**config.mk**
```make
export PLATFORM = sky130hd
export DESIGN_NAME = timer_table_expiry_unit
export DESIGN_NICKNAME = d
export VERILOG_FILES = /design/src/rtl/core/tte_pkg.sv /design/src/rtl/core/timer_table_expiry_unit.sv /design/src/rtl/core/tte_store.sv
export SDC_FILE = /design/constraint.sdc
export NUM_CORES = 1
export LEC_CHECK = 0
export BUFFER_PORTS_ARGS = -buffer_cell sky130_fd_sc_hd__buf_4
export CAP_MARGIN = 15
export CORE_ASPECT_RATIO = 1.1
export CORE_MARGIN = 2
export CORE_UTILIZATION = 55
export DETAILED_ROUTE_END_ITERATION = 6
export PLACE_DENSITY = 0.69
export SKIP_LAST_GASP = 1
export SYNTH_ARGS = -nofsm -noshare
export SYNTH_HDL_FRONTEND = slang
export SYNTH_HIERARCHICAL = 1
export SYNTH_SLANG_ARGS = --single-unit
```
**constraint.sdc**
```tcl
create_clock -name aclk -period 8.4 [get_ports aclk]
set_input_delay 1.26 -clock aclk [delete_from_list [all_inputs] [get_ports aclk]]
set_output_delay 1.26 -clock aclk [all_outputs]
set_load 0.005 [all_outputs]
```
**src/rtl/core/tte_pkg.sv**
```systemverilog
package tte_pkg;

    localparam int HANDLE_W   = 6;
    localparam int DUR_MS_W   = 22;
    localparam int TIME_W     = 32;
    localparam int STATUS_W   = 2;
    localparam int OP_W       = 3;

    // Largest duration times 1000 still fits in 32 bits.
    localparam logic [TIME_W-1:0] US_PER_MS = 32'd1000;

    typedef enum logic [OP_W-1:0] {
        OP_ALLOC   = 3'd0,
        OP_SET     = 3'd1,
        OP_RESTART = 3'd2,
        OP_QUERY   = 3'd3,
        OP_TICK    = 3'd4
    } op_t;

    localparam logic [STATUS_W-1:0] ST_OK         = 2'd0;
    localparam logic [STATUS_W-1:0] ST_FULL       = 2'd1;
    localparam logic [STATUS_W-1:0] ST_BAD_HANDLE = 2'd2;

endpackage

```
**src/rtl/core/timer_table_expiry_unit.sv**
```systemverilog
// Table of one-shot timers driven by an internal microsecond counter.
// Input channel (s_valid/s_ready) carries one operation per transaction:
// allocate, set duration, restart, query fired, or a one-microsecond tick.
// Result channel (m_valid/m_ready) returns exactly one result per input
// transaction, in order: status, granted or echoed handle, and fired flag.
// An accepted transaction is held in the input register, then in the result
// register, before m_valid rises. With m_ready high one transaction per cycle
// is sustained: the input and result registers form a two-stage pipeline, and
// table entries are read from memory as an item enters the input register.
// When m_ready is low the result register holds; the input register still
// takes one more transaction, after which s_ready drops until the result
// is taken.
// Reset (aresetn low, synchronous) empties both stages, zeroes the time
// counter and allocation count, and marks every entry as never written, so
// it reads as start zero, duration zero and not fired. No clearing pass is
// needed; the block accepts input on the first cycle after reset.
module timer_table_expiry_unit
    import tte_pkg::*;
#(
    parameter int NUM_TIMERS = 8
) (
    input  logic                aclk,
    input  logic                aresetn,
    input  logic                s_valid,
    output logic                s_ready,
    input  logic [OP_W-1:0]     s_op,
    input  logic [HANDLE_W-1:0] s_timer_handle,
    input  logic [DUR_MS_W-1:0] s_duration_ms,
    output logic                m_valid,
    input  logic                m_ready,
    output logic [STATUS_W-1:0] m_status,
    output logic [HANDLE_W-1:0] m_handle_out,
    output logic                m_fired
);

    localparam int IDX_W = (NUM_TIMERS > 1) ? $clog2(NUM_TIMERS) : 1;
    localparam int DEPTH = 1 << IDX_W;
    localparam int CNT_W = $clog2(NUM_TIMERS + 1);

    logic                in_valid_reg;
    logic [OP_W-1:0]     in_op_reg;
    logic [HANDLE_W-1:0] in_handle_reg;
    logic [TIME_W-1:0]   in_dur_us_reg;

    logic                out_valid_reg;
    logic [STATUS_W-1:0] out_status_reg;
    logic [HANDLE_W-1:0] out_handle_reg;
    logic                out_fired_reg;

    logic [TIME_W-1:0]   time_reg;
    logic [CNT_W-1:0]    alloc_cnt_reg;
    logic [DEPTH-1:0]    fired_reg;
    logic [DEPTH-1:0]    start_vld_reg;
    logic [DEPTH-1:0]    dur_vld_reg;

    logic                in_accept;
    logic                advance;
    logic [IDX_W-1:0]    idx;
    logic                handle_ok;
    logic [TIME_W-1:0]   rd_start;
    logic [TIME_W-1:0]   rd_dur_us;
    logic [TIME_W-1:0]   start_eff;
    logic [TIME_W-1:0]   dur_eff;
    logic [TIME_W-1:0]   elapsed;
    logic                expired;

    logic                start_wr_en;
    logic                dur_wr_en;
    logic                fired_set;
    logic                fired_clr;
    logic                alloc_en;
    logic                tick_en;
    logic [STATUS_W-1:0] status_next;
    logic [HANDLE_W-1:0] handle_next;
    logic                fired_next;

    assign advance   = in_valid_reg && (!out_valid_reg || m_ready);
    assign s_ready   = !in_valid_reg || advance;
    assign in_accept = s_valid && s_ready;

    assign idx       = in_handle_reg[IDX_W-1:0];
    assign handle_ok = ({1'b0, in_handle_reg} < (HANDLE_W + 1)'(alloc_cnt_reg));

    tte_store #(
        .DEPTH (DEPTH),
        .IDX_W (IDX_W)
    ) u_store (
        .aclk        (aclk),
        .start_wr_en (start_wr_en),
        .dur_wr_en   (dur_wr_en),
        .wr_idx      (idx),
        .wr_start    (time_reg),
        .wr_dur_us   (in_dur_us_reg),
        .rd_en       (in_accept),
        .rd_idx      (s_timer_handle[IDX_W-1:0]),
        .rd_start    (rd_start),
        .rd_dur_us   (rd_dur_us)
    );

    // Entries never written read as their reset value of zero.
    assign start_eff = start_vld_reg[idx] ? rd_start : '0;
    assign dur_eff   = dur_vld_reg[idx] ? rd_dur_us : '0;
    assign elapsed   = time_reg - start_eff;
    assign expired   = elapsed > dur_eff;

    always_comb begin
        start_wr_en = 1'b0;
        dur_wr_en   = 1'b0;
        fired_set   = 1'b0;
        fired_clr   = 1'b0;
        alloc_en    = 1'b0;
        tick_en     = 1'b0;
        status_next = ST_OK;
        handle_next = in_handle_reg;
        fired_next  = 1'b0;
        unique case (in_op_reg)
            OP_ALLOC: begin
                if (alloc_cnt_reg >= CNT_W'(NUM_TIMERS)) begin
                    status_next = ST_FULL;
                    handle_next = '0;
                end else begin
                    handle_next = HANDLE_W'(alloc_cnt_reg);
                    alloc_en    = advance;
                end
            end
            OP_SET: begin
                if (!handle_ok) begin
                    status_next = ST_BAD_HANDLE;
                end else begin
                    dur_wr_en = advance;
                    fired_clr = advance;
                end
            end
            OP_RESTART: begin
                if (!handle_ok) begin
                    status_next = ST_BAD_HANDLE;
                end else begin
                    start_wr_en = advance;
                    fired_clr   = advance;
                end
            end
            OP_QUERY: begin
                if (!handle_ok) begin
                    status_next = ST_BAD_HANDLE;
                end else begin
                    fired_set  = advance && expired;
                    fired_next = fired_reg[idx] || expired;
                end
            end
            OP_TICK: begin
                tick_en = advance;
            end
            default: begin
            end
        endcase
    end

    always_ff @(posedge aclk) begin
        if (!aresetn) begin
            in_valid_reg  <= 1'b0;
            out_valid_reg <= 1'b0;
            time_reg      <= '0;
            alloc_cnt_reg <= '0;
            fired_reg     <= '0;
            start_vld_reg <= '0;
            dur_vld_reg   <= '0;
        end else begin
            if (in_accept) begin
                in_valid_reg <= 1'b1;
            end else if (advance) begin
                in_valid_reg <= 1'b0;
            end
            if (advance) begin
                out_valid_reg <= 1'b1;
            end else if (m_ready) begin
                out_valid_reg <= 1'b0;
            end
            if (tick_en) begin
                time_reg <= time_reg + 1'b1;
            end
            if (alloc_en) begin
                alloc_cnt_reg <= alloc_cnt_reg + 1'b1;
            end
            if (start_wr_en) begin
                start_vld_reg[idx] <= 1'b1;
            end
            if (dur_wr_en) begin
                dur_vld_reg[idx] <= 1'b1;
            end
            if (fired_clr) begin
                fired_reg[idx] <= 1'b0;
            end else if (fired_set) begin
                fired_reg[idx] <= 1'b1;
            end
        end
    end

    // The duration is scaled to microseconds as the transaction enters.
    always_ff @(posedge aclk) begin
        if (in_accept) begin
            in_op_reg     <= s_op;
            in_handle_reg <= s_timer_handle;
            in_dur_us_reg <= TIME_W'({{(TIME_W - DUR_MS_W){1'b0}}, s_duration_ms} * US_PER_MS);
        end
        if (advance) begin
            out_status_reg <= status_next;
            out_handle_reg <= handle_next;
            out_fired_reg  <= fired_next;
        end
    end

    assign m_valid      = out_valid_reg;
    assign m_status     = out_status_reg;
    assign m_handle_out = out_handle_reg;
    assign m_fired      = out_fired_reg;

endmodule

```
**src/rtl/core/tte_store.sv**
```systemverilog
module tte_store
    import tte_pkg::*;
#(
    parameter int DEPTH = 8,
    parameter int IDX_W = 3
) (
    input  logic              aclk,
    input  logic              start_wr_en,
    input  logic              dur_wr_en,
    input  logic [IDX_W-1:0]  wr_idx,
    input  logic [TIME_W-1:0] wr_start,
    input  logic [TIME_W-1:0] wr_dur_us,
    input  logic              rd_en,
    input  logic [IDX_W-1:0]  rd_idx,
    output logic [TIME_W-1:0] rd_start,
    output logic [TIME_W-1:0] rd_dur_us
);

    logic [TIME_W-1:0] start_mem [DEPTH];
    logic [TIME_W-1:0] dur_mem   [DEPTH];
    logic [TIME_W-1:0] rd_start_reg;
    logic [TIME_W-1:0] rd_dur_reg;

    always_ff @(posedge aclk) begin
        if (start_wr_en) begin
            start_mem[wr_idx] <= wr_start;
        end
        if (dur_wr_en) begin
            dur_mem[wr_idx] <= wr_dur_us;
        end
    end

    // A write landing in the same cycle as the read is forwarded, so the
    // transaction behind it sees the updated entry.
    always_ff @(posedge aclk) begin
        if (rd_en) begin
            if (start_wr_en && (wr_idx == rd_idx)) begin
                rd_start_reg <= wr_start;
            end else begin
                rd_start_reg <= start_mem[rd_idx];
            end
            if (dur_wr_en && (wr_idx == rd_idx)) begin
                rd_dur_reg <= wr_dur_us;
            end else begin
                rd_dur_reg <= dur_mem[rd_idx];
            end
        end
    end

    assign rd_start  = rd_start_reg;
    assign rd_dur_us = rd_dur_reg;

endmodule

```
# Word level (Yosys, flattened, before mapping)
# Memory sizes are Yosys's and may differ from the RTL's. A register that Yosys moved wholly into a read port is not among the register bits.
# Index checks and enable logic that the tools add are counted.
dict set report totals {
  inputBits 35
  latchBits 0
  out_inout_bits 11
  ramBits 488
  mem_count 2
  reg_bits 112
  romBits 0
}
dict set report classes {
  bitwise 5
  multipliers 1
  div 0
  reduce_logical 17
  n_mux 34
  n_lt_le_gt_ge 5
  eq_ne 5
  add_sub_neg 3
  shift 0
}
# name depth width read_ports rd_clocked_by_memory_dff write_ports line_no
set mem_list {}
lappend mem_list {u_store.start_mem 8 32 1 1 1 tte_store.sv:19} ;# logic [TIME_W-1:0] start_mem [DEPTH];
lappend mem_list {u_store.dur_mem 8 29 1 1 1 tte_store.sv:20} ;# logic [TIME_W-1:0] dur_mem [DEPTH];
# op count
set op_table {}
lappend op_table {{$mux W32} 2}
lappend op_table {{$add A32 B1 Y32 const B} 1}
lappend op_table {{$gt A32 B32 Y1} 1}
lappend op_table {{$sub A32 B32 Y32} 1}
lappend op_table {{$mul A22 B7 Y29 const B} 1}
lappend op_table {{$or A8 B8 Y8} 3}
lappend op_table {{$mux W1} 22}
lappend op_table {{$mux W8} 2}
lappend op_table {{$bmux W1 S3} 3}
lappend op_table {{$and A8 B8 Y8} 1}
lappend op_table {{$not A8 Y8} 1}
lappend op_table {{$eq A3 B2 Y1 const B} 2}
lappend op_table {{$lt A6 B4 Y1} 1}
lappend op_table {{$mux W6} 1}
lappend op_table {{$reduce_bool A2 Y1} 3}
lappend op_table {{$logic_and A1 B1 Y1} 5}
lappend op_table {{$add A4 B1 Y4 const B} 1}
lappend op_table {{$ge A4 B4 Y1 const B} 1}
lappend op_table {{$lt A3 B4 Y1 const B} 1}
lappend op_table {{$mux W4} 1}
lappend op_table {{$pmux W2 S2} 1}
lappend op_table {{$demux W1 S3} 1}
lappend op_table {{$eq A3 B1 Y1 const B} 1}
lappend op_table {{$eq A3 B3 Y1} 1}
lappend op_table {{other kinds (9)} 12}

# Logic depth before layout (Yosys ltp)
# Gate-level depths: netlist of the first run.
dict set report logic_depth {
  word_depth 10
  depth_mapped 27
  ltp_nobuf 25
}

# Cells and area by module
# The synthesis of the first run kept the hierarchy.
# module area_per_inst_um2 seq_area_each_um2 cells_per_inst n_inst
set modules_own_cells {}
lappend modules_own_cells {tte_store 22024.9 17296.6 903 1}
lappend modules_own_cells {timer_table_expiry_unit 10281.1 2652.5 1053 1}

# Worst setup path after synthesis of the first run
# OpenSTA, ideal clock, no wires.
dict set report synth_path {
  kind {flip-flop to flip-flop}
  from {register in_handle_reg[2]}
  to {register out_fired_reg, in the netlist m_fired, data pin}
  stages_incl_launch_ff 23
  slack_ps 2642
  required_time_ps 8113
  period_less_slack_ps 5758
  t_arrival_ps 5470
  path_cell_list {edfxtp_1 -> clkbuf_1 -> nor3b_1 -> a22oi_1 -> nand3_1 -> clkbuf_1 -> nand2_1 -> fa_1 -> a21o_1 -> a2111oi_4 -> nor4_1 -> nor4_2 -> o21ai_1 -> a21o_1 -> a21oi_2 -> xnor2_1 -> ha_1 -> nand4_1 -> or3_1 -> nor3_1 -> nand2_1 -> o22ai_1 -> a311oi_1}
}
dict set report synth_between {
  elab_chain_cells 6
}
# element line_no
set synth_lines {}
lappend synth_lines {{from (decl)} timer_table_expiry_unit.sv:42} ;# logic [HANDLE_W-1:0] in_handle_reg;
lappend synth_lines {{from (signal assigned)} timer_table_expiry_unit.sv:202} ;# in_handle_reg <= s_timer_handle;
lappend synth_lines {{$bmux W1 S3} timer_table_expiry_unit.sv:101} ;# assign start_eff = start_vld_reg[idx] ? rd_start : '0;
lappend synth_lines {{$mux W1 (not written as such)} timer_table_expiry_unit.sv:101}
lappend synth_lines {{$mux W32} timer_table_expiry_unit.sv:101}
lappend synth_lines {{$sub A32 B32 Y32} timer_table_expiry_unit.sv:103} ;# assign elapsed = time_reg - start_eff;
lappend synth_lines {{$gt A32 B32 Y1} timer_table_expiry_unit.sv:104} ;# assign expired = elapsed > dur_eff;
lappend synth_lines {{$logic_or A1 B1 Y1} timer_table_expiry_unit.sv:147} ;# fired_next = fired_reg[idx] || expired;
lappend synth_lines {{to (signal assigned)} timer_table_expiry_unit.sv:208} ;# out_fired_reg <= fired_next;
lappend synth_lines {{to (decl)} timer_table_expiry_unit.sv:48} ;# logic out_fired_reg;
# Several ways; a longest one is shown, not always the timed one. The select of a mux whose other input is x is not followed.
# A chain may end at the register's enable or synchronous reset.

# Worst setup path in the final report of the first run
dict set report layout_path {
  from {register in_handle_reg[1]}
  to {register out_fired_reg, in the netlist m_fired, data pin}
}
# The elaborated chain is that of the path after synthesis.

==> out/metrics.csv, run 1 <==
stage,metric,value,unit
setup_path,slowest stage cell on the critical path,nor3b_1,
floorplan,die area,60700,um2
routing,DRC viols,0,
floorplan,I/O pins,46,
routing,uppermost layer routed,met4,
floorplan,Site Rows,93,
sta,Setup Viol. Count Final,0,
routing,met3 WL,2460,um
routing,Routed Wire Length,64800,um
logic_synthesis,Simple-Gate Fraction of Synth Area,0.0557,
hold_path,hold crit path type,reg2reg,
logic_synthesis,Synth Area per Inst,16.5,um2
logic_synthesis,largest family of logic cells by synthesized area,multiplexers,
grt,largest net degree at the start of global routing,71,
routing,DRT Pass-1 Iters,5,
sta,Fin. Hold Viols,0,
setup_path,Top delay family on crit path,simple AND/OR/NAND/NOR gates,
clock_network,Clock Sink Count,685,
setup_path,Critical Path Start,in_handle_reg[1],
layout,multi-input logic area,12000,um2
sta,achievable clock frequency,141,MHz
layout,Fillers,4207,
setup_path,Worst Path Buf+Inv,1,
logic_synthesis,Cells after Synth,1956,
setup_path,CP Launch Type,register,
power,pwr dens,244,nW/um2
routing,Vias/cell,5.90,
floorplan,Die X,235,um
sta,Max transition margin,0.328,
layout,Area Growth Syn to Fin,11.2,%
floorplan,initial core utilization,0.554,
grt,initial antenna violation count,0,
logic_synthesis,"Primary FF master, synth",edfxtp_1,
setup_path,reg-to-reg startpoint,in_handle_reg[1],
routing,Routed wire per std cell,22.6,um
floorplan,core area,58300,um2
clock_network,cts repair resizes,0,
status,outcome,completed,
sta,Tmin final,7110,ps
power,Total Power,8.78,mW
floorplan,Die Y,258,um
grt,global-route wire length before repair,102000,um
grt,vias in the first global route,17674,
routing,DRT iter0 DRCs,995,
setup_path,critical path class,reg2reg,
sta,Final Cycle Share,0.847,
routing,Routed met2 length,33200,um
place,DP HPWL,39600,um
power,leakage,13.1,nW
logic_synthesis,"EDFF count, synth",623,
layout,# diodes,0,
setup_path,Worst Setup End Kind,register,
clock_network,clock tree buffer depth,3,
layout,biggest regs,"u_store/dur_mem x256, u_store/start_mem x256",
routing,metal1 wirelength,27400,um
setup_path,"slowest stage delay, CP",800,ps
sta,clk_skew,23.3,ps
routing,DRT antenna net count,0,
place,PortBufs,45,
logic_synthesis,"Distinct cells, synth",72,
flow_run,Max-cap violations,0,
setup_path,CP Cell Sequence,nor3b_1 > a22oi_1 > nand3_1 > buf_4 > nand2_1 > ha_1 > a21oi_2 > o21bai_1 > a221o_1 > nor4_2 > o21ai_1 > a21o_1 > a21oi_2 > xnor2_1 > ha_1 > nand4_1 > or3_1 > nor3_1 > nand2_1 > o22ai_1 > a311oi_1,
layout,# nets final,2300,
sta,Final Max Tran Viols,0,
logic_synthesis,post-synthesis mux area share,0.134,
sta,RSZ-0062 raised after global routing,false,
routing,via count,16892,
clock_network,cts hold-fix bufs,0,
logic_synthesis,post-synthesis adder-cell area fraction,0.101,
logic_synthesis,YS warnings,6,
clock_network,H-tree depth,3,
setup_path,critical path data arrival time,7400,ps
logic_synthesis,Mapped Area,32300,um2
clock_network,post-CTS setup repair buffer count,0,
logic_synthesis,Post-synth ARST share,0,
layout,share of cells above drive strength 1,0.221,
grt,Overflow after GRT,0,
setup_path,Crit Path Max Fanout,21,
logic_synthesis,synthesized flop and latch total,685,
clock_network,Root Driver,clkbuf_16,
grt,GRT Overall Usage,0.220,
sta,setup TNS after final layout,0,ps
layout,Storage cell area,19900,um2
setup_path,WP data required,8690,ps
sta,measured slew at the worst slew-check pin,1010,ps
power,Peak VDD IR,0.152,mV
logic_synthesis,compound-gate portion of the synthesized area,0.0505,
clock_network,CTS tree,yes,
clock_network,TritonCTS Buffers,68,
place,gpl congestion,0.846,
clock_network,Worst-Skew Late Latency,600,ps
logic_synthesis,"Seq/Total Area, Yosys",0.618,
logic_synthesis,xor and xnor area share after synthesis,0.0222,
clock_network,Worst-path clk slew,60,ps
[report_power, final]
| group | internal, mW | total [mW] | switching, mW |
|---|---|---|---|
| registers | 4.02 | 4.17 | 0.153 |
| logic | 0.682 | 1.51 | 0.830 |
| clock network | 1.85 | 3.10 | 1.25 |
| total | 6.55 | 8.78 | 2.23 |
[layout by cell type (no fill, tap or decap), types with 10 or more instances in the layout]
cell type  netlist  layout
nor3_1          15      11
conb_1           1      27
nor2_1          54      42
clkbuf_16        0      72
nand2b_1        10      10
inv_1           54      54
and3_1          17      17
edfxtp_1       623     623
nor2b_1         29      29
o21ai_0         31      31
xnor2_1         59      59
nor2_4           0      12
a21boi_0        12      12
a21o_1          28      28
ha_1           134     134
nand4_1         25      25
dfxtp_1         62      62
nand2_1        108     108
mux2_2         128     128
or3_1           13      13
xor2_1          23      23
fa_1            79      79
buf_4            5      72
mux4_2         128     128
clkinv_1         0      13
a21oi_1         73      73
and2_1          32      31
nand3_1         28      28
o21a_1          10      10
[cells by family (layout without fill, tap and decap cells)]
logic type	count (synthesis)	count (layout)
compound gates	238	238
xor+xnor	82	82
fa+ha+maj	213	213
buf+inv	127	249
flops	685	685
mux	258	258
other cells	1	27
simple gates	352	352
[layout make-up]
class / count / share of cell area
Sequential cell: 685 / 0.556
Multi-Input combinational cell: 1170 / 0.333
Clock buffer: 82 / 0.0515
Tap cell: 760 / 0.0265
Timing Repair Buffer: 73 / 0.0154
Clock inverter: 40 / 0.0122
Inverter: 54 / 0.00564
[cells in the mapped netlist, drive strengths merged (13+ instances only)]
| cell | number | area share |
|---|---|---|
| a21boi | 13 | 0.0030 |
| a21o | 28 | 0.0065 |
| a21oi | 75 | 0.012 |
| and2 | 32 | 0.0062 |
| and3 | 17 | 0.0033 |
| buf | 37 | 0.0081 |
| clkbuf | 36 | 0.0042 |
| dfxtp | 62 | 0.038 |
| edfxtp | 623 | 0.58 |
| fa | 79 | 0.049 |
| ha | 134 | 0.052 |
| inv | 54 | 0.0063 |
| mux2 | 128 | 0.045 |
| mux4 | 128 | 0.089 |
| nand2 | 108 | 0.013 |
| nand3 | 28 | 0.0043 |
| nand4 | 27 | 0.0056 |
| nor2 | 55 | 0.0065 |
| nor2b | 29 | 0.0056 |
| nor3 | 16 | 0.0026 |
| o21ai | 37 | 0.0057 |
| or3 | 13 | 0.0025 |
| xnor2 | 59 | 0.016 |
| xor2 | 23 | 0.0062 |
[through the flow]
stage	hold slack, ps	utilization	area [um2]	setup slack, ps	cells
after floorplan	433	-	32400	2640	1982
after global placement	452	0.577	33600	1530	2742
after detailed placement	466	0.577	33600	1360	2742
after CTS	476	0.616	35900	1330	2864
after global routing	493	0.616	35900	610	2864
final	477	0.616	35900	1290	2864
[path summary, 6_finish.rpt]
path	cells past startpoint	slack [ps]	to
worst max-delay path	21	1290	m_fired
worst min-delay path	1	480	register
worst max register to register	21	1290	m_fired
worst min register to register	1	480	register
[metal layers]
metal,global-route usage,vias to the layer above
met3,0.0281,81
met4,0.0779,0
met5,0,-
met2,0.382,356
li1,-,7770
met1,0.286,8685
(Power assumes the default switching activity.)
==> run 2, diff against run 1 <==
- clock period: 8.4 -> 7.1 ns (I/O delays scaled with it)
==> out/metrics.csv, run 2 (synthesis results as in run 1) <==
stage,metric,value,unit,change
layout,# diodes,0,,unchanged
layout,multi-input logic area,12000,um2,unchanged
layout,"Design Area, Final",35700,um2,was 35900 um2
layout,Area Growth Syn to Fin,10.6,%,was 11.2%
setup_path,CP Launch Type,register,,unchanged
layout,biggest regs,"u_store/dur_mem x256, u_store/start_mem x256",,unchanged
power,leakage,13.0,nW,was 13.1 nW
layout,Fillers,4263,,was 4207
routing,Routed wire per std cell,22.5,um,was 22.6 um
clock_network,CTS tree,yes,,unchanged
sta,Final Max Tran Viols,0,,unchanged
layout,highest-count cells in the layout ignoring fill and taps,"623 x edfxtp_1, 134 x ha_1, 128 x mux4_2, 128 x mux2_2, 108 x nand2_1",,unchanged
grt,global-route wire length before repair,101000,um,was 102000 um
setup_path,Worst Setup End Kind,register,,unchanged
power,pwr dens,282,nW/um2,was 244 nW/um2
clock_network,H-tree depth,3,,unchanged
power,Peak VDD IR,0.170,mV,was 0.152 mV
sta,Max transition margin,0.317,,was 0.328
clock_network,Root Driver,clkbuf_16,,unchanged
sta,achievable clock frequency,154,MHz,was 141 MHz
floorplan,Site Rows,93,,unchanged
clock_network,cts hold-fix bufs,0,,unchanged
clock_network,Worst-Skew Late Latency,600,ps,about the same
sta,Fin. Hold Viols,0,,unchanged
sta,Final Cycle Share,0.916,,was 0.847
layout,"commonest non-fill, non-tap cell in the layout",edfxtp_1,,unchanged
floorplan,Die X,235,um,unchanged
grt,largest net degree at the start of global routing,72,,was 71
place,PortBufs,45,,unchanged
flow_run,Max-cap violations,0,,unchanged
setup_path,WP data required,7510,ps,was 8690 ps
place,Post-DP Area,33700,um2,was 33600 um2
sta,Setup Viol. Count Final,0,,unchanged
floorplan,Die Y,258,um,unchanged
clock_network,Worst-path clk slew,60,ps,about the same
clock_network,post-CTS setup repair buffer count,0,,unchanged
setup_path,critical path class,reg2reg,,unchanged
routing,DRT iter0 DRCs,1157,,was 995
sta,RSZ-0062 raised after global routing,false,,unchanged
status,outcome,completed,,unchanged
sta,clk_skew,14.5,ps,was 23.3 ps
floorplan,initial core utilization,0.554,,unchanged
floorplan,die area,60700,um2,unchanged
routing,Routed Wire Length,64400,um,was 64800 um
grt,GRT Overall Usage,0.217,,was 0.220
sta,measured slew at the worst slew-check pin,1020,ps,was 1010 ps
routing,DRT Pass-1 Iters,5,,unchanged
clock_network,clock tree buffer depth,3,,unchanged
setup_path,critical path data arrival time,6910,ps,was 7400 ps
routing,DRC viols,0,,unchanged
power,Total Power,10.1,mW,was 8.78 mW
routing,via count,16915,,was 16892
place,DP HPWL,39300,um,was 39600 um
layout,Storage cell area,19900,um2,unchanged
setup_path,Crit Path Max Fanout,22,,was 21
clock_network,cts repair resizes,0,,unchanged
sta,setup TNS after final layout,0,ps,unchanged
sta,WHS,467,ps,was 477 ps
layout,# nets final,2303,,was 2300
floorplan,I/O pins,46,,unchanged
clock_network,TritonCTS Buffers,67,,was 68
layout,share of cells above drive strength 1,0.218,,was 0.221
routing,Vias/cell,5.91,,was 5.90
clock_network,Clock Sink Count,685,,unchanged
floorplan,core area,58300,um2,unchanged
place,gpl congestion,0.871,,was 0.846
sta,Tmin final,6500,ps,was 7110 ps
routing,DRT antenna net count,0,,unchanged
hold_path,hold crit path type,reg2reg,,unchanged
grt,Overflow after GRT,0,,unchanged
grt,initial antenna violation count,1,,was 0
grt,vias in the first global route,17711,,was 17674
==> run 2: cell count changes in the layout (fill, tap and decap cells not counted), sizes merged <==
cell      change
buf           +4
bufinv        -7
clkbuf        +9
clkinv        -3
clkinvlp      -2
inv           -1
==> run 2: layout make-up <==
cell class	instances	share of cell area
flip-flops and latches	685	0.558
multi-input cells	1170	0.335
clock buffers	91	0.0521
repair buffers	77	0.0171
well taps	760	0.0266
clock inverters	27	0.00525
inverters	54	0.00567
==> run 2: metal layers <==
layer,up-vias,part of all wire,global-route usage
met5,-,0.00020,0
met4,2,0.025,0.0737
met3,94,0.042,0.0285
met2,375,0.52,0.383
met1,8665,0.42,0.279
li1,7779,-,-
==> run 2: worst paths after layout <==
kind	startpoint	endpoint	slack, ps	cells after the start
setup / recovery	in_handle_reg[2]	m_fired	600	24
hold / removal	register	register	470	1
hold reg to reg	register	register	470	1
setup reg to reg	in_handle_reg[2]	m_fired	600	24
==> run 2: stage by stage <==
stage / setup slack [ps] / cells / utilization
final: 598 / 2864 / 0.613
after global routing: 98.3 / 2864 / 0.613
after CTS: 615 / 2864 / 0.613
after detailed placement: 649 / 2746 / 0.578
after global placement: 777 / 2746 / 0.578
after floorplan: 1340 / 1982 / -
==> run 2: power breakdown <==
group          internal [mW]  leakage, nW  switching [mW]
Combinational          0.812         5.27           0.988
Clock                   1.91        0.997            1.43
Sequential              4.75         6.76           0.179
==> run 2: critical path, cell delays in order (launching register included) <==
cell and delay, ps:
edfxtp_1 600, and3b_1 340, a22o_1 270, a221oi_1 210
nand3_1 420, buf_4 380, nand2_1 100, ha_1 320
a21oi_1 220, o21ai_0 110, a221o_1 320, nor4_2 490
o21ai_1 230, a21o_1 230, a21oi_2 140, xnor2_1 90
ha_1 310, nand4_1 100, or3_1 380, nor3_1 250
nand2_1 110, o211ai_1 190, o22ai_1 110, buf_4 180
a311oi_1 220
==> run 3, diff against run 2 <==
- SYNTH_HIERARCHICAL: 1 -> unset
- clock period: 7.1 -> 6 ns (I/O delays scaled with it)
==> out/metrics.csv, run 3 <==
stage,metric,value,unit,change
logic_synthesis,Mapped Area,31100,um2,was 32300 um2
logic_synthesis,YS warnings,0,,was 6
power,switching share of power,0.262,,was 0.257
sta,Final Cycle Share,0.935,,was 0.916
logic_synthesis,Yosys top cell area share,0.576,,was 0.579
grt,vias in the first global route,17854,,was 17711
layout,Area Growth Syn to Fin,11.2,%,was 10.6%
logic_synthesis,synthesized flop and latch total,658,,was 685
grt,Global Route met1 Usage,0.284,,was 0.279
power,Comb pwr share,0.183,,was 0.179
flow_run,Max-cap violations,0,,unchanged
place,Cells after DPL,2765,,was 2746
sta,WHS,463,ps,was 467 ps
clock_network,Clock Sink Count,658,,was 685
floorplan,I/O pins,46,,unchanged
grt,GRT busiest layer,met2,,unchanged
sta,Tmin final,5610,ps,was 6500 ps
routing,Routed wire per std cell,22.0,um,was 22.5 um
routing,Vias/cell,5.91,,about the same
power,leakage,13.1,nW,was 13.0 nW
grt,Overflow after GRT,0,,unchanged
routing,DRT Pass-1 Iters,5,,unchanged
floorplan,die area,58400,um2,was 60700 um2
logic_synthesis,"count leader, synth",edfxtp_1,,unchanged
routing,DRT iter0 DRCs,1256,,was 1157
routing,Routed Wire Length,63500,um,was 64400 um
power,Peak VDD IR,0.267,mV,was 0.170 mV
clock_network,H-tree depth,3,,unchanged
place,gpl congestion,0.881,,was 0.871
hold_path,worst hold path endpoint,dur_vld_reg[2],,
logic_synthesis,"Distinct cells, synth",62,,was 72
floorplan,Die X,231,um,was 235 um
layout,biggest regs,"u_store.start_mem x256, u_store.dur_mem x232",,"was u_store/dur_mem x256, u_store/start_mem x256"
sta,achievable clock frequency,178,MHz,was 154 MHz
clock_network,Root Driver,clkbuf_16,,unchanged
grt,largest net degree at the start of global routing,66,,was 72
clock_network,cts hold-fix bufs,0,,unchanged
logic_synthesis,"Seq/Total Area, Yosys",0.616,,was 0.618
power,clock group share of total power,0.339,,was 0.331
grt,GR Layer Usage met3,0.0306,,was 0.0285
setup_path,Worst Path Buf+Inv,1,,was 2
logic_synthesis,Cells after Synth,2020,,was 1956
floorplan,core area,56000,um2,was 58300 um2
hold_path,HP Start,dur_vld_reg[2],,
grt,GRT Overall Usage,0.225,,was 0.217
routing,DRT antenna net count,0,,unchanged
setup_path,reg-to-reg startpoint,in_handle_reg[1],,was in_handle_reg[2]
logic_synthesis,synth top area cells,"edfxtp_1 58%, mux4_2 9.0%, ha_1 5.3%",,"was edfxtp_1 58%, mux4_2 8.9%, ha_1 5.2%"
clock_network,Worst-Skew Late Latency,600,ps,about the same
layout,Reg with most FFs,u_store.start_mem,,
sta,Setup Viol. Count Final,0,,unchanged
layout,"commonest non-fill, non-tap cell in the layout",edfxtp_1,,unchanged
grt,met2 global-route usage,0.400,,was 0.383
layout,# nets final,2335,,was 2303
routing,DRC viols,0,,unchanged
logic_synthesis,"EDFF count, synth",596,,was 623
clock_network,Worst-path clk slew,60,ps,about the same
hold_path,worst hold stages,1,,unchanged
power,Total Power,11.8,mW,was 10.1 mW
sta,Fin. Hold Viols,0,,unchanged
layout,highest-count cells in the layout ignoring fill and taps,"596 x edfxtp_1, 134 x a21oi_1, 131 x ha_1",,"was 623 x edfxtp_1, 134 x ha_1, 128 x mux4_2, 128 x mux2_2, 108 x nand2_1"
setup_path,Top delay family on crit path,compound AO/OA/AOI/OAI gates,,unchanged
sta,clk_skew,17.3,ps,was 14.5 ps
hold_path,hold crit path type,reg2reg,,unchanged
grt,initial antenna violation count,0,,was 1
place,PortBufs,45,,unchanged
place,DP HPWL,40000,um,was 39300 um
clock_network,TritonCTS Buffers,67,,unchanged
power,Reg power frac,0.477,,was 0.490
floorplan,Site Rows,91,,was 93
setup_path,Crit Path Max Fanout,8,,was 22
floorplan,initial core utilization,0.555,,was 0.554
logic_synthesis,"Primary FF master, synth",edfxtp_1,,unchanged
setup_path,CP dominant cell by count,a31oi_1,,
logic_synthesis,synthesized net count,2265,,
setup_path,Worst Setup End Kind,register,,unchanged
routing,via count,17051,,was 16915
logic_synthesis,Synth Area per Inst,15.4,um2,was 16.5 um2
power,pwr dens,342,nW/um2,was 282 nW/um2
setup_path,CP Cell Sequence,mux2_2 > a22o_1 > nand2_1 > o221ai_2 > and2_1 > ha_1 > fa_1 > nand2b_1 > a21oi_1 > buf_4 > a2111oi_1 > or3_1 > a31oi_1 > o21ai_0 > a31oi_1 > xor2_1 > ha_1 > nand4_1 > nor4_2 > nand3_1 > o2111ai_1 > a21oi_4 > a32oi_1 > a31oi_1,,was and3b_1 > a22o_1 > a221oi_1 > nand3_1 > buf_4 > nand2_1 > ha_1 > a21oi_1 > o21ai_0 > a221o_1 > nor4_2 > o21ai_1 > a21o_1 > a21oi_2 > xnor2_1 > ha_1 > nand4_1 > or3_1 > nor3_1 > nand2_1 > o211ai_1 > o22ai_1 > buf_4 > a311oi_1
setup_path,slowest stage cell on the critical path,edfxtp_1,,unchanged
setup_path,critical path data arrival time,6080,ps,was 6910 ps
sta,Final Max Tran Viols,0,,unchanged
status,outcome,completed,,unchanged
setup_path,FF-to-FF setup slack,390,ps,was 600 ps
power,Cell Int Power,8.71,mW,was 7.48 mW
grt,global-route wire length before repair,100000,um,was 101000 um
sta,setup TNS after final layout,0,ps,unchanged
power,Switch Pwr,3.10,mW,was 2.59 mW
setup_path,critical path depth,24,,unchanged
sta,measured slew at the worst slew-check pin,1100,ps,was 1020 ps
layout,share of cells above drive strength 1,0.153,,was 0.218
setup_path,WP data required,6470,ps,was 7510 ps
floorplan,Die Y,253,um,was 258 um
setup_path,R2R depth,24,,unchanged
setup_path,"slowest stage delay, CP",470,ps,was 600 ps
setup_path,Critical Path Start,in_handle_reg[1],,was in_handle_reg[2]
logic_synthesis,Synth top cells by count,"596 x edfxtp_1, 134 x a21oi_1, 131 x ha_1, 124 x mux4_2, 110 x inv_1",,"was 623 x edfxtp_1, 134 x ha_1, 128 x mux2_2, 128 x mux4_2, 108 x nand2_1"
sta,Max transition margin,0.265,,was 0.317
place,pre-CTS setup slack,231,ps,was 649 ps
clock_network,CTS tree,yes,,unchanged
layout,# diodes,0,,unchanged
logic_synthesis,Synth area leader,edfxtp_1,,unchanged
logic_synthesis,Post-synth ARST share,0,,unchanged
sta,Final WS setup,388,ps,was 598 ps
clock_network,clock tree buffer depth,3,,unchanged
setup_path,critical path class,reg2reg,,unchanged
setup_path,CP Launch Type,register,,unchanged
layout,Final Non-Filler Cells,2886,,was 2864
layout,max reg flops,256,,
==> run 3: timing repair <==
item                                    CTS  global route
resized for setup                         0             3
endpoints found under the setup margin    0             5
buffers inserted                          0             0
==> run 3: worst max-delay path by stage <==
stage | endpoint | slack [ps]
after detailed placement | in_dur_us_reg[24] | 230
after global routing | register | -20
after floorplan | in_dur_us_reg[24] | 710
after global placement | in_dur_us_reg[29] | 280
final | register | 390
after CTS | register | 390
==> run 3: area by class of cell <==
cell class / count / area (um2)
Timing Repair Buffer: 75 / 594
Clock inverter: 31 / 284
Sequential cell: 658 / 19100
Fill cell: 4204 / 21500
Inverter: 110 / 413
Clock buffer: 90 / 1820
Multi-Input combinational cell: 1178 / 11400
Tap cell: 744 / 931
==> run 3: stage by stage <==
step           utilization  area [um2]
2_1_floorplan            -       31100
3_3_place_gp         0.579       32400
3_5_place_dp         0.579       32400
4_1_cts              0.616       34500
5_1_grt              0.617       34500
6_report             0.617       34500
==> run 3: worst reg2reg max path, stage by stage, from the launching register on <==
cell and delay [ps]:
edfxtp_1 470, mux2_2 370, a22o_1 170, nand2_1 70, o221ai_2 140, and2_1 200
ha_1 200, fa_1 400, nand2b_1 160, a21oi_1 120, buf_4 150, a2111oi_1 100
or3_1 410, a31oi_1 360, o21ai_0 140, a31oi_1 210, xor2_1 110, ha_1 310
nand4_1 170, nor4_2 360, nand3_1 150, o2111ai_1 320, a21oi_4 110, a32oi_1 230
a31oi_1 60
==> run 3: logic make-up (layout without fill, tap and decap cells) <==
kind of cell	count (synthesis)	count (layout)	share of synthesized area
buffers and inverters	184	306	0.0225
xor gates and xnor gates	83	83	0.0234
DFF	658	658	0.616
adders and majority gates	210	210	0.104
and+or+nand+nor	390	390	0.0603
muxes	192	192	0.112
AOI/OAI and AO/OA	303	303	0.0623
==> run 3: routing by layer <==
metal	vias up	wire length, um
li1	7813	-
met1	8738	26300
met2	402	32900
met3	98	2620
met4	0	1650
met5	-	0
==> run 3: power by group through the flow <==
stage / registers [mW] / logic (mW) / clock network (mW)
floorplan: 5.64 / 1.69 / 0
global placement: 5.71 / 2.09 / 0
detailed placement: 5.73 / 2.16 / 0
CTS: 5.64 / 2.17 / 4.08
global route: 5.67 / 2.45 / 4.26
finish: 5.64 / 2.17 / 4.00
